`src/sv/lifo_stack_with_search_core_defines.svh`:
```
// ---------------------------------------------------------------------------
// LIFO stack with search: assertion macros
// Shared property wrappers for the stack core checks.
// ---------------------------------------------------------------------------
`ifndef LIFO_STACK_WITH_SEARCH_CORE_DEFINES_SVH
`define LIFO_STACK_WITH_SEARCH_CORE_DEFINES_SVH

// same-cycle implication, checked outside reset
`define LSS_ASSERT_NOW(lbl, ante, cons, msg) \
  lbl: assert property (@(posedge clk) disable iff (!rst_n) (ante) |-> (cons)) \
    else $error(msg);

// next-cycle implication, checked outside reset
`define LSS_ASSERT_NEXT(lbl, ante, cons, msg) \
  lbl: assert property (@(posedge clk) disable iff (!rst_n) (ante) |=> (cons)) \
    else $error(msg);

`endif

```
`src/sv/lss_pkg.sv`:
```
// ---------------------------------------------------------------------------
// LIFO stack with search: package
// Sizes, request and status codes, and the types shared by the stack core.
// ---------------------------------------------------------------------------
`timescale 1ns / 1ps
`default_nettype none

package lss_pkg;

  localparam int STACK_DEPTH = 64;
  localparam int ADDR_W      = (STACK_DEPTH > 1) ? $clog2(STACK_DEPTH) : 1;
  localparam int CNT_W       = $clog2(STACK_DEPTH + 1);
  localparam int WORD_W      = 32;
  localparam int ENTRY_W     = 7;
  localparam int REQ_W       = 2;
  localparam int STAT_W      = 2;

  localparam int QUEUE_DEPTH = 2;
  localparam int QPTR_W      = (QUEUE_DEPTH > 1) ? $clog2(QUEUE_DEPTH) : 1;

  localparam int IN_TDATA_W  = 32;
  localparam int RES_W       = STAT_W + WORD_W + 1 + WORD_W + ENTRY_W + 1;
  localparam int OUT_TDATA_W = ((RES_W + 7) / 8) * 8;
  localparam int OUT_PAD_W   = OUT_TDATA_W - RES_W;

  localparam logic [CNT_W-1:0] CNT_MAX  = CNT_W'(STACK_DEPTH);
  localparam logic [CNT_W-1:0] CNT_ONE  = CNT_W'(1);
  localparam logic [CNT_W-1:0] CNT_TWO  = CNT_W'(2);
  localparam logic [CNT_W-1:0] CNT_ZERO = '0;

  localparam logic [REQ_W-1:0] REQ_PUSH   = 2'd0;
  localparam logic [REQ_W-1:0] REQ_POP    = 2'd1;
  localparam logic [REQ_W-1:0] REQ_SEARCH = 2'd2;

  localparam logic [STAT_W-1:0] STAT_OK    = 2'd0;
  localparam logic [STAT_W-1:0] STAT_EMPTY = 2'd1;
  localparam logic [STAT_W-1:0] STAT_FULL  = 2'd2;

  typedef enum logic [1:0] {
    KIND_PUSH   = 2'd0,
    KIND_POP    = 2'd1,
    KIND_SEARCH = 2'd2,
    KIND_NOP    = 2'd3
  } kind_t;

  typedef struct packed {
    kind_t                    kind;
    logic signed [WORD_W-1:0] value;
  } cmd_t;

  typedef struct packed {
    logic                     empty;
    logic [ENTRY_W-1:0]       count;
    logic signed [WORD_W-1:0] top;
    logic                     found;
    logic signed [WORD_W-1:0] popped;
    logic [STAT_W-1:0]        status;
  } res_t;

  typedef struct packed {
    logic             busy;
    logic             take;
    kind_t            kind;
    logic [CNT_W-1:0] count;
  } bk_stat_t;

endpackage

`default_nettype wire

```
`src/sv/lss_ram.sv`:
```
// ---------------------------------------------------------------------------
// Generic RAM
// One write port, one read port with registered read data.
// ---------------------------------------------------------------------------
`timescale 1ns / 1ps
`default_nettype none

module lss_ram #(
  parameter int WIDTH = 32,
  parameter int DEPTH = 64
) (
  input  logic                                   clk,
  input  logic                                   wr_en,
  input  logic [((DEPTH > 1) ? $clog2(DEPTH) : 1)-1:0] wr_addr,
  input  logic [WIDTH-1:0]                       wr_data,
  input  logic [((DEPTH > 1) ? $clog2(DEPTH) : 1)-1:0] rd_addr,
  output logic [WIDTH-1:0]                       rd_data
);

  logic [WIDTH-1:0] mem_r [DEPTH];

  always_ff @(posedge clk) begin
    if (wr_en) begin
      mem_r[wr_addr] <= wr_data;
    end
    rd_data <= mem_r[rd_addr];
  end

endmodule

`default_nettype wire

```
`src/sv/lss_queue.sv`:
```
// ---------------------------------------------------------------------------
// LIFO stack with search: command queue
// Short FIFO of classified requests between the front and back parts.
// ---------------------------------------------------------------------------
`timescale 1ns / 1ps
`default_nettype none

module lss_queue (
  input  logic          clk,
  input  logic          rst_n,
  input  logic          wr_valid,
  output logic          wr_ready,
  input  lss_pkg::cmd_t wr_data,
  output logic          rd_valid,
  output lss_pkg::cmd_t rd_data,
  input  logic          rd_take
);

  lss_pkg::cmd_t                q_r [lss_pkg::QUEUE_DEPTH];
  logic [lss_pkg::QPTR_W-1:0]   wptr_r, wptr_nxt;
  logic [lss_pkg::QPTR_W-1:0]   rptr_r, rptr_nxt;
  logic [lss_pkg::QPTR_W:0]     fill_r, fill_nxt;
  logic                         push, pop;

  assign wr_ready = (fill_r != (lss_pkg::QPTR_W + 1)'(lss_pkg::QUEUE_DEPTH));
  assign rd_valid = (fill_r != '0);
  assign rd_data  = q_r[rptr_r];
  assign push     = wr_valid && wr_ready;
  assign pop      = rd_take && rd_valid;

  always_comb begin
    wptr_nxt = wptr_r;
    rptr_nxt = rptr_r;
    fill_nxt = fill_r;
    if (push) begin
      wptr_nxt = (wptr_r == lss_pkg::QPTR_W'(lss_pkg::QUEUE_DEPTH - 1)) ? '0
                 : wptr_r + lss_pkg::QPTR_W'(1);
    end
    if (pop) begin
      rptr_nxt = (rptr_r == lss_pkg::QPTR_W'(lss_pkg::QUEUE_DEPTH - 1)) ? '0
                 : rptr_r + lss_pkg::QPTR_W'(1);
    end
    if (push && !pop) begin
      fill_nxt = fill_r + (lss_pkg::QPTR_W + 1)'(1);
    end else if (pop && !push) begin
      fill_nxt = fill_r - (lss_pkg::QPTR_W + 1)'(1);
    end
  end

  always_ff @(posedge clk) begin
    if (!rst_n) begin
      wptr_r <= '0;
      rptr_r <= '0;
      fill_r <= '0;
    end else begin
      wptr_r <= wptr_nxt;
      rptr_r <= rptr_nxt;
      fill_r <= fill_nxt;
    end
  end

  always_ff @(posedge clk) begin
    if (push) begin
      q_r[wptr_r] <= wr_data;
    end
  end

endmodule

`default_nettype wire

```
`src/sv/lss_front.sv`:
```
// ---------------------------------------------------------------------------
// LIFO stack with search: front part
// Accept requests, decode the request kind and queue them for the back part.
// ---------------------------------------------------------------------------
`timescale 1ns / 1ps
`default_nettype none

module lss_front (
  input  logic                             clk,
  input  logic                             rst_n,
  input  logic                             in_tvalid,
  output logic                             in_tready,
  input  logic [lss_pkg::IN_TDATA_W-1:0]   in_tdata,
  input  logic [lss_pkg::REQ_W-1:0]        in_tuser,
  output logic                             cmd_valid,
  output lss_pkg::cmd_t                    cmd,
  input  logic                             cmd_take
);

  lss_pkg::cmd_t dec_cmd;

  always_comb begin
    dec_cmd.value = $signed(in_tdata[lss_pkg::WORD_W-1:0]);
    unique case (in_tuser)
      lss_pkg::REQ_PUSH:   dec_cmd.kind = lss_pkg::KIND_PUSH;
      lss_pkg::REQ_POP:    dec_cmd.kind = lss_pkg::KIND_POP;
      lss_pkg::REQ_SEARCH: dec_cmd.kind = lss_pkg::KIND_SEARCH;
      default:             dec_cmd.kind = lss_pkg::KIND_NOP;
    endcase
  end

  lss_queue u_queue (
    .clk      (clk),
    .rst_n    (rst_n),
    .wr_valid (in_tvalid),
    .wr_ready (in_tready),
    .wr_data  (dec_cmd),
    .rd_valid (cmd_valid),
    .rd_data  (cmd),
    .rd_take  (cmd_take)
  );

endmodule

`default_nettype wire

```
`src/sv/lss_back.sv`:
```
// ---------------------------------------------------------------------------
// LIFO stack with search: back part
// Execute queued requests against the stack memory and hold each result.
// ---------------------------------------------------------------------------
`timescale 1ns / 1ps
`default_nettype none

module lss_back (
  input  logic              clk,
  input  logic              rst_n,
  input  logic              cmd_valid,
  input  lss_pkg::cmd_t     cmd,
  output logic              cmd_take,
  output logic              res_valid,
  output lss_pkg::res_t     res,
  input  logic              res_ready,
  output lss_pkg::bk_stat_t stat
);

  typedef enum logic [2:0] {
    ST_IDLE   = 3'b001,
    ST_POPRD  = 3'b010,
    ST_SEARCH = 3'b100
  } state_t;

  state_t                                state_r, state_nxt;
  logic [lss_pkg::CNT_W-1:0]             count_r, count_nxt;
  logic signed [lss_pkg::WORD_W-1:0]     top_r, top_nxt;
  logic signed [lss_pkg::WORD_W-1:0]     key_r, key_nxt;
  logic signed [lss_pkg::WORD_W-1:0]     popped_r, popped_nxt;
  logic [lss_pkg::ADDR_W-1:0]            idx_r, idx_nxt;
  logic                                  out_valid_r, out_valid_nxt;
  lss_pkg::res_t                         res_r, res_nxt;

  logic                                  out_free, load;
  logic [lss_pkg::STAT_W-1:0]            ld_status;
  logic signed [lss_pkg::WORD_W-1:0]     ld_popped;
  logic                                  ld_found;
  logic [lss_pkg::CNT_W-1:0]             pop_addr;

  logic                                  wr_en;
  logic [lss_pkg::ADDR_W-1:0]            wr_addr, rd_addr;
  logic [lss_pkg::WORD_W-1:0]            rd_data;

  assign out_free = !out_valid_r || res_ready;
  assign pop_addr = count_r - lss_pkg::CNT_TWO;

  always_comb begin
    state_nxt  = state_r;
    count_nxt  = count_r;
    top_nxt    = top_r;
    key_nxt    = key_r;
    popped_nxt = popped_r;
    idx_nxt    = idx_r;
    cmd_take   = 1'b0;
    load       = 1'b0;
    ld_status  = lss_pkg::STAT_OK;
    ld_popped  = '0;
    ld_found   = 1'b0;
    wr_en      = 1'b0;
    wr_addr    = count_r[lss_pkg::ADDR_W-1:0];
    rd_addr    = idx_r + lss_pkg::ADDR_W'(1);

    unique case (state_r)
      ST_IDLE: begin
        if (cmd_valid && out_free) begin
          cmd_take = 1'b1;
          unique case (cmd.kind)
            lss_pkg::KIND_PUSH: begin
              load = 1'b1;
              if (count_r == lss_pkg::CNT_MAX) begin
                ld_status = lss_pkg::STAT_FULL;
              end else begin
                wr_en     = 1'b1;
                count_nxt = count_r + lss_pkg::CNT_ONE;
                top_nxt   = cmd.value;
              end
            end
            lss_pkg::KIND_POP: begin
              if (count_r == lss_pkg::CNT_ZERO) begin
                load      = 1'b1;
                ld_status = lss_pkg::STAT_EMPTY;
                ld_popped = '1;
              end else if (count_r == lss_pkg::CNT_ONE) begin
                load      = 1'b1;
                ld_popped = top_r;
                count_nxt = lss_pkg::CNT_ZERO;
                top_nxt   = '0;
              end else begin
                popped_nxt = top_r;
                count_nxt  = count_r - lss_pkg::CNT_ONE;
                rd_addr    = pop_addr[lss_pkg::ADDR_W-1:0];
                state_nxt  = ST_POPRD;
              end
            end
            lss_pkg::KIND_SEARCH: begin
              if (count_r == lss_pkg::CNT_ZERO) begin
                load = 1'b1;
              end else begin
                key_nxt   = cmd.value;
                idx_nxt   = '0;
                rd_addr   = '0;
                state_nxt = ST_SEARCH;
              end
            end
            default: begin
              load = 1'b1;
            end
          endcase
        end
      end
      ST_POPRD: begin
        top_nxt   = $signed(rd_data);
        ld_popped = popped_r;
        load      = 1'b1;
        state_nxt = ST_IDLE;
      end
      ST_SEARCH: begin
        if ($signed(rd_data) == key_r) begin
          ld_found  = 1'b1;
          load      = 1'b1;
          state_nxt = ST_IDLE;
        end else if (lss_pkg::CNT_W'(idx_r) == count_r - lss_pkg::CNT_ONE) begin
          load      = 1'b1;
          state_nxt = ST_IDLE;
        end else begin
          idx_nxt = idx_r + lss_pkg::ADDR_W'(1);
        end
      end
      default: begin
        state_nxt = ST_IDLE;
      end
    endcase

    res_nxt = res_r;
    if (load) begin
      res_nxt.status = ld_status;
      res_nxt.popped = ld_popped;
      res_nxt.found  = ld_found;
      res_nxt.top    = top_nxt;
      res_nxt.count  = lss_pkg::ENTRY_W'(count_nxt);
      res_nxt.empty  = (count_nxt == lss_pkg::CNT_ZERO);
    end
    out_valid_nxt = load ? 1'b1 : (res_ready ? 1'b0 : out_valid_r);
  end

  always_ff @(posedge clk) begin
    if (!rst_n) begin
      state_r     <= ST_IDLE;
      count_r     <= '0;
      top_r       <= '0;
      out_valid_r <= 1'b0;
    end else begin
      state_r     <= state_nxt;
      count_r     <= count_nxt;
      top_r       <= top_nxt;
      out_valid_r <= out_valid_nxt;
    end
  end

  always_ff @(posedge clk) begin
    key_r    <= key_nxt;
    popped_r <= popped_nxt;
    idx_r    <= idx_nxt;
    res_r    <= res_nxt;
  end

  lss_ram #(
    .WIDTH (lss_pkg::WORD_W),
    .DEPTH (lss_pkg::STACK_DEPTH)
  ) u_store (
    .clk     (clk),
    .wr_en   (wr_en),
    .wr_addr (wr_addr),
    .wr_data (cmd.value),
    .rd_addr (rd_addr),
    .rd_data (rd_data)
  );

  assign res_valid  = out_valid_r;
  assign res        = res_r;
  assign stat.busy  = (state_r != ST_IDLE);
  assign stat.take  = cmd_take;
  assign stat.kind  = cmd.kind;
  assign stat.count = count_r;

endmodule

`default_nettype wire

```
`src/sv/lifo_stack_with_search_core.sv`:
```
// ---------------------------------------------------------------------------
// LIFO stack with search: top level
// Stack of signed 32-bit words with push, pop and search requests.
// ---------------------------------------------------------------------------
// Requests enter on in_*: in_tuser is the request kind, in_tdata the word.
// One result per request leaves on out_* with status, popped word, search
// hit, top word, entry count and empty flag, all after the request.
// A two-entry command queue separates intake from execution, so requests
// are accepted while a result waits on a stalled receiver.
// Push, empty pop, pop of the last entry, search of an empty stack and
// unused kinds load their result straight from the idle state; pop with
// more than one entry left goes through ST_POPRD (the new top is read back
// from the stack RAM); search steps through ST_SEARCH from the bottom entry
// up to the first match or the top entry, one RAM read a cycle.
// Pushes are taken at one request per cycle while out_tready stays high.
// A stalled out_tready holds the result register; the back part stops and
// the queue fills, then in_tready drops.
// Reset clears the entry count, queue and result valid; stack RAM contents
// are left as they are and need no clearing pass.
// ---------------------------------------------------------------------------
`timescale 1ns / 1ps
`default_nettype none
`include "lifo_stack_with_search_core_defines.svh"

module lifo_stack_with_search_core (
  input  logic                            clk,
  input  logic                            rst_n,
  input  logic                            in_tvalid,
  output logic                            in_tready,
  // [31:0] value
  input  logic [lss_pkg::IN_TDATA_W-1:0]  in_tdata,
  // [1:0] req_type
  input  logic [lss_pkg::REQ_W-1:0]       in_tuser,
  output logic                            out_tvalid,
  input  logic                            out_tready,
  // [1:0] status, [33:2] popped_value, [34] found, [66:35] top_value,
  // [73:67] entry_count, [74] is_empty, [79:75] zero
  output logic [lss_pkg::OUT_TDATA_W-1:0] out_tdata
);

  logic              cmd_valid, cmd_take;
  lss_pkg::cmd_t     cmd;
  lss_pkg::res_t     res;
  lss_pkg::bk_stat_t bk_stat;

  lss_front u_front (
    .clk       (clk),
    .rst_n     (rst_n),
    .in_tvalid (in_tvalid),
    .in_tready (in_tready),
    .in_tdata  (in_tdata),
    .in_tuser  (in_tuser),
    .cmd_valid (cmd_valid),
    .cmd       (cmd),
    .cmd_take  (cmd_take)
  );

  lss_back u_back (
    .clk       (clk),
    .rst_n     (rst_n),
    .cmd_valid (cmd_valid),
    .cmd       (cmd),
    .cmd_take  (cmd_take),
    .res_valid (out_tvalid),
    .res       (res),
    .res_ready (out_tready),
    .stat      (bk_stat)
  );

  assign out_tdata = {{lss_pkg::OUT_PAD_W{1'b0}}, res};

  `LSS_ASSERT_NOW(a_count_bound, 1'b1, bk_stat.count <= lss_pkg::CNT_MAX, "count beyond depth")
  `LSS_ASSERT_NOW(a_busy_no_result, bk_stat.busy, !out_tvalid, "result shown while busy")
  `LSS_ASSERT_NEXT(a_push_count, bk_stat.take && bk_stat.kind == lss_pkg::KIND_PUSH && bk_stat.count != lss_pkg::CNT_MAX, bk_stat.count == $past(bk_stat.count) + lss_pkg::CNT_ONE, "push did not advance count")
  `LSS_ASSERT_NOW(a_empty_top, out_tvalid && res.empty, res.top == '0 && res.count == '0, "empty result with top or count")

endmodule

`default_nettype wire

```
`config.mk`:
```
export PLATFORM = sky130hd
export DESIGN_NAME = lifo_stack_with_search_core
export DESIGN_NICKNAME = d
export VERILOG_FILES = /design/src/sv/lss_pkg.sv /design/src/sv/lss_ram.sv /design/src/sv/lss_queue.sv /design/src/sv/lss_front.sv /design/src/sv/lss_back.sv /design/src/sv/lifo_stack_with_search_core.sv
export VERILOG_INCLUDE_DIRS = /design/src /design/src/sv
export SDC_FILE = /design/constraint.sdc
export NUM_CORES = 2
export LEC_CHECK = 0
export ABC_AREA = 1
export ABC_CLOCK_PERIOD_IN_PS = 5800
export BUFFER_PORTS_ARGS = -buffer_cell sky130_fd_sc_hd__clkbuf_2
export CORE_ASPECT_RATIO = 1.25
export CORE_MARGIN = 2
export CORE_UTILIZATION = 30
export DETAILED_ROUTE_END_ITERATION = 10
export GPL_TIMING_DRIVEN = 0
export MAX_ROUTING_LAYER = met4
export PLACE_DENSITY = 0.52
export SLEW_MARGIN = 20
export SYNTH_ARGS = -nofsm -noshare
export SYNTH_HDL_FRONTEND = slang
export SYNTH_HIERARCHICAL = 1
export SYNTH_SLANG_ARGS = --single-unit
export TNS_END_PERCENT = 100
```
`constraint.sdc`:
```
create_clock -name clk -period 5.8 [get_ports clk]
set_input_delay 0.87 -clock clk [delete_from_list [all_inputs] [get_ports clk]]
set_output_delay 0.87 -clock clk [all_outputs]
set_load 0.02 [all_outputs]
```
[Word level (Yosys, flattened, before mapping)]
Memory sizes are Yosys's and may differ from the RTL's. A register that Yosys moved wholly into a read port is not among the register bits.
Cells that the tools add are included.
Storage, ports and cells
  input bits: 38
  RAM bits: 2116
  logic and storage cells: 140
  output and inout port bits: 82
  memories kept: 2
  bits in registers: 192
Cells by class
  add/subtract/negate cells: 8
  bitwise gates (word level): 2
  reduce and logical (&&, ||, !) cells: 22
  equality and inequality tests: 22
  mux-type cells: 68
Memories
  u_back.u_store.mem_r: words 64, width 32, read ports 1, clocked after memory_dff 1, wr ports 1, line lss_ram.sv:20  | logic [WIDTH-1:0] mem_r [DEPTH];
  u_front.u_queue.q_r: words 2, width 34, read ports 1, clocked after memory_dff 1, wr ports 1, line lss_queue.sv:19  | lss_pkg::cmd_t q_r [lss_pkg::QUEUE_DEPTH];
Operators by type and width (count)
  $mux 32: 8
  $pmux 32 s2: 3
  $mux 6: 10
  $mux 7: 5
  $eq 32x32->1: 1
  $mux 1: 24
  $pmux 6 s2: 2
  $mux 3: 6
  $logic_not 7->1: 2
  $pmux 7 s2: 1
  $ne 3x3->1 const B: 4
  $pmux 3 s2: 2
  $reduce_and 6->1: 2
  $ne 2x2->1 const B: 5
  $reduce_bool 2->1: 4
  $add 7x1->7 const B: 1
  $eq 6x7->1: 1
  $eq 7x1->1 const B: 1
  $eq 7x7->1 const B: 1
  $sub 7x1->7 const B: 1
  $add 6x1->6 const B: 1
  $mux 2: 3
  $pmux 2 s3: 1
  $sub 6x2->6 const B: 1
  21 further kinds: 32

[Longest topological paths before layout]
  word-level depth: 9
  gate-level depth with buffers: 23
  gate-level depth less buffers: 17

[Cells and area by module]
Netlist, hierarchy kept.
Modules (own cells, without submodules)
  lss_ram: cells each 6770, area an instance 82740.6 um^2, sequential area each 62139.6 um^2, times used 1
  lss_back: cells each 840, area an instance 8807.2 um^2, sequential area each 5215.0 um^2, times used 1
  lss_queue: cells each 143, area an instance 2849.0 um^2, sequential area each 2142.1 um^2, times used 1
  lifo_stack_with_search_core: cells each 6, area an instance 41.3 um^2, sequential area each 0.0 um^2, times used 1
  lss_front: cells each 2, area an instance 7.5 um^2, sequential area each 0.0 um^2, times used 1

[Worst setup path after synthesis]
No wires, ideal clock.
  path kind: input -> register
  start point: in out_tready
  end point: mem u_back.u_store.mem_r[32][0] (enable)
  data arrival time: 5.299 ns
  required time: 5.298 ns
  library setup time: 0.502 ns
  cell stages on the path: 10
  path slack: -0.001 ns
  cell sequence: inv_1 > nand2_1 > nand2_1 > nor2_4 > inv_2 > nor2_4 > buf_4 > clkbuf_1 > nand3_1 > nor4_1
Between the ends
  cells in the longest elaborated chain, start to end: 6
RTL lines
  start: declaration: line lifo_stack_with_search_core.sv:35  | input logic out_tready,
  $logic_or 1x1->1: line lss_back.sv:45  | assign out_free = !out_valid_r || res_ready;
  $logic_and 1x1->1: line lss_back.sv:66  | if (cmd_valid && out_free) begin
  $mux 1: line lss_back.sv:66
  $mux 1: line lss_back.sv:64  | unique case (state_r)
  named net u_back.wr_en: line lss_back.sv:41  | logic wr_en;
  $mux 1: line lss_ram.sv:23  | if (wr_en) begin
  $mux 1 (not written as such): line lss_ram.sv:24  | mem_r[wr_addr] <= wr_data;
  end: declaration: line lss_ram.sv:20
The timed path passes the listed nets, and every way through them passes these cells.

[Worst setup path in the final report]
  start point: reg u_back/count_r[1] in the netlist's numbering
  end point: reg u_back.u_store.rd_data[25], read port of u_back.u_store.mem_r
Between the ends
  cells in the longest elaborated chain, start to end: 6
  elaborated cells between the ends (all ways): 9
  classes of those cells: add/sub: 1; eq/ne: 1; mux: 6; reduce/logical: 1
RTL lines
  start: declaration: line lss_back.sv:27  | logic [lss_pkg::CNT_W-1:0] count_r, count_nxt;
  start signal: assignment: line lss_back.sv:155  | count_r <= count_nxt;
  $sub 6x2->6 or $eq 7x1->1 (tied branches): line lss_back.sv:46, lss_back.sv:84
  $mux 6: line lss_back.sv:84  | end else if (count_r == lss_pkg::CNT_ONE) begin
  $mux 6: line lss_back.sv:80  | if (count_r == lss_pkg::CNT_ZERO) begin
  $pmux 6 s2 (*): line lss_back.sv:68  | unique case (cmd.kind)
  $mux 6 (*): line lss_back.sv:66
  $mux 6 (*): line lss_back.sv:64
  named net u_back.rd_addr, one bit: line lss_back.sv:42  | logic [lss_pkg::ADDR_W-1:0] wr_addr, rd_addr;
  end: declaration: line lss_ram.sv:17  | output logic [WIDTH-1:0] rd_data
The timed path passes the listed nets; every way through them passes the cells marked *.
A chain may end at the register's enable or synchronous reset.

==> out/metrics.cfg <==
[run_status]
status = finished, violations left
violations = negative setup slack

[drt]
drt_wl_total_um = 396000
drt_iter0_drc = 9166
vias = 68100
dr.pass1.iters = 9
drc = 0
wire_per_inst_um = 31.2
postRouteAntennaNets = 0
routed_via_density = 5.37

[global_route]
gr-total-overflow = 0
grt.total_usage = 0.249
grt_max_degree = 67
first_global_vias = 63100
antenna_found_initial = 36
grt_pass1_wl_um = 533000

[sta]
finClkSkew_ns = 0.0924
finalSetupViolations = 1
finalCritPeriodShare = 1.01
fmax_mhz = 171
setup_tns_ns = -0.0561
fin_crit_ns = 5.86
rsz0062_at_grt = no
timing_max_transition_violations_final = 0
hold_viol = 0
maxSlewHeadroom = 0.157
tightest_slew_ns = 1.27
layout_setup_ws_ns = -0.0561

[power_and_ir_drop]
p_comb_frac = 0.465
p_sw_frac = 0.472
p_sw_mw = 31.7
p_int_mw = 35.4
leakage_nw = 39.8
powerDensity_mw_per_mm2 = 600
p_seq_frac = 0.320
ir_drop_mv = 0.444
clockPowerShare = 0.215

[min_path]
hp-start = in_tdata[21]
min_path_cells = 1
min_to = u_front/u_queue/q_r[1][21]
min_path_type = in -> reg

[placement]
port_buffers = 112
dpl.cell_count = 12300
place_congestion = 1.13
place_area_mm2 = 0.105
dp_hpwl_um = 271000

[clocking]
postCtsSetupBuffers = 0
cts_root_buffer = clkbuf_16
cts_max_path_buffers = 4
clkSinkCount = 2341
path_clk_slew_ns = 0.07
cts_tree = built
numCtsBuffers = 220
worstSkewPairLatency_ns = 0.94
htreeDepth = 4

[critical_path]
cp_data_arrival_time_ns = 6.54
timing.rr.end = u_back/u_store/rd_data[25]
regToRegSetupSlack_ns = -0.06
rr_startpoint = u_back/count_r[1]
reg2regPathDepth = 20
path_max_fanout = 12
endpoint_kind = register
crit_type = reg -> reg
critical_path_required_ns = 6.48
cp-start-kind = register

[cells_and_area]
nets = 8361
synthToLayoutAreaGrowth_pct = 18.5
final_cells = 12700
drive_above_1_share = 0.145
fillers = 30700
fin_area_mm2 = 0.112

[synth]
syn_area_mm2 = 0.0944
avgSynthCellArea_um2 = 12.2
syn_inst = 7757
yosys_warnings = 6

[die]
core_mm2 = 0.314
die_w_um = 506
rows = 230
die_h_um = 631
initial_core_util = 0.301
io_pins = 120
die-area_mm2 = 0.319

[run]
maxCapViolCount = 0

[how the worst max path moves through the flow]
stage	end	cells after the start	start	slack (ns)
after CTS	u_back/u_store/rd_data[11]	20	u_back/count_r[0]	0.009
final	u_back/u_store/rd_data[25]	20	u_back/count_r[1]	-0.06
after detailed placement	u_back/u_store/rd_data[0]	19	out_tready	-0.27
after global placement	u_back/u_store/mem_r[37][8]	13	u_back/count_r[0]	-7.85
after global routing	u_back/u_store/rd_data[25]	20	u_back/count_r[1]	0.04
after floorplan	u_back/u_store/mem_r[32][0]	10	out_tready	0.01
[placed cells by master (no fill, tap or decap), types with 6 or more instances in the layout]
cell        instances
diode_2            34
nor4_2              8
nand2_1          2465
buf_16             84
edfxtp_1         2261
buf_4              88
o21ai_0            54
dfxtp_1            79
buf_12             63
nor2_1             48
mux2_4             29
clkbuf_4            6
clkbuf_1          104
inv_2               9
a21oi_1            57
buf_6               7
buf_2             330
clkbuf_16         224
clkbuf_8            6
nor2_4             62
nand3_2            39
ha_1               11
xnor2_1            26
a22o_1             23
a21oi_2            18
bufinv_16          18
nand3_1          1933
clkinv_2           37
clkinv_1           50
clkinvlp_4         10
clkbuf_2          149
nand4_1            12
buf_1              27
inv_1              72
[power by group through the flow]
| stage | registers, mW | logic, mW | clock network, mW |
|---|---|---|---|
| after floorplan | 22.0 | 14.3 | 0 |
| after global placement | 21.9 | 29.2 | 0 |
| after detailed placement | 21.8 | 29.7 | 0 |
| after CTS | 21.5 | 29.7 | 14.6 |
| after global routing | 21.5 | 31.8 | 15.2 |
| final | 21.5 | 31.2 | 14.4 |
[sequential cells by signal (all words and copies together) (netlist names), 2 cells and up, named ones only]
name and cells:
u_front/u_queue/q_r 68, u_back/key_r 32, u_back/top_r 32, u_back/state_r 3, u_back/idx_r 6, u_back/u_store/mem_r 2048
u_back/u_store/rd_data 32, u_front/u_queue/fill_r 2, u_back/popped_r 32, u_back/count_r 7, u_back/res 75
[metrics by stage]
| stage | hold WS (ns) | utilization | worst slack (ns) | power [mW] |
|---|---|---|---|---|
| global placement | 0.480 | 0.319 | -7.85 | 51.1 |
| detailed placement | 0.493 | 0.333 | -0.271 | 51.5 |
| finish | 0.203 | 0.357 | -0.0561 | 67.1 |
| global route | 0.177 | 0.357 | 0.0353 | 68.5 |
| CTS | 0.159 | 0.355 | 0.00923 | 65.8 |
| floorplan | 0.449 | - | 0.0142 | 36.2 |
[area by class of cell]
class                           instances  area (um^2)  area share
Sequential cell                      2341        69500       0.621
Multi-Input combinational cell       4840        22600       0.202
Clock buffer                          271         5840      0.0522
Tap cell                             4176         5230      0.0467
Timing Repair Buffer                  329         4510      0.0403
Buffer                                495         2680      0.0239
Clock inverter                        122         1090     0.00975
Inverter                               85          329     0.00294
Antenna cell                           34         85.1    0.000760
[metal layers]
layer / wire length (um) / up-vias / track usage
li1: - / 28700 / -
met3: 37600 / 1174 / 0.0575
met2: 185000 / 4042 / 0.391
met5: 0 / - / -
met1: 137000 / 34200 / 0.275
met4: 36600 / 0 / 0.190
[worst max-delay path: stages, from the launching register on]
cell and delay [ns]:
dfxtp_1 0.68, inv_1 0.28, ha_1 0.26, clkbuf_2 0.21, nand2_4 0.16, nor2_4 0.11
a21boi_0 0.23, nand2_1 0.13, nor2_1 0.19, o21ai_0 0.12, buf_2 0.27, inv_2 0.22
clkbuf_4 0.50, buf_2 0.58, nand3_1 0.14, nand3_1 0.15, nand3_1 0.08, nand3_1 0.38
nand2_1 0.29, nand2_1 0.40, nand2_1 0.22
[repair_timing]
action / CTS / global route
gates cloned: 0 / 0
gates resized for setup: 11 / 46
setup endpoints to repair: 15 / 29
hold buffers: 0 / 0
No activity file was read; power rests on OpenSTA's default activity.
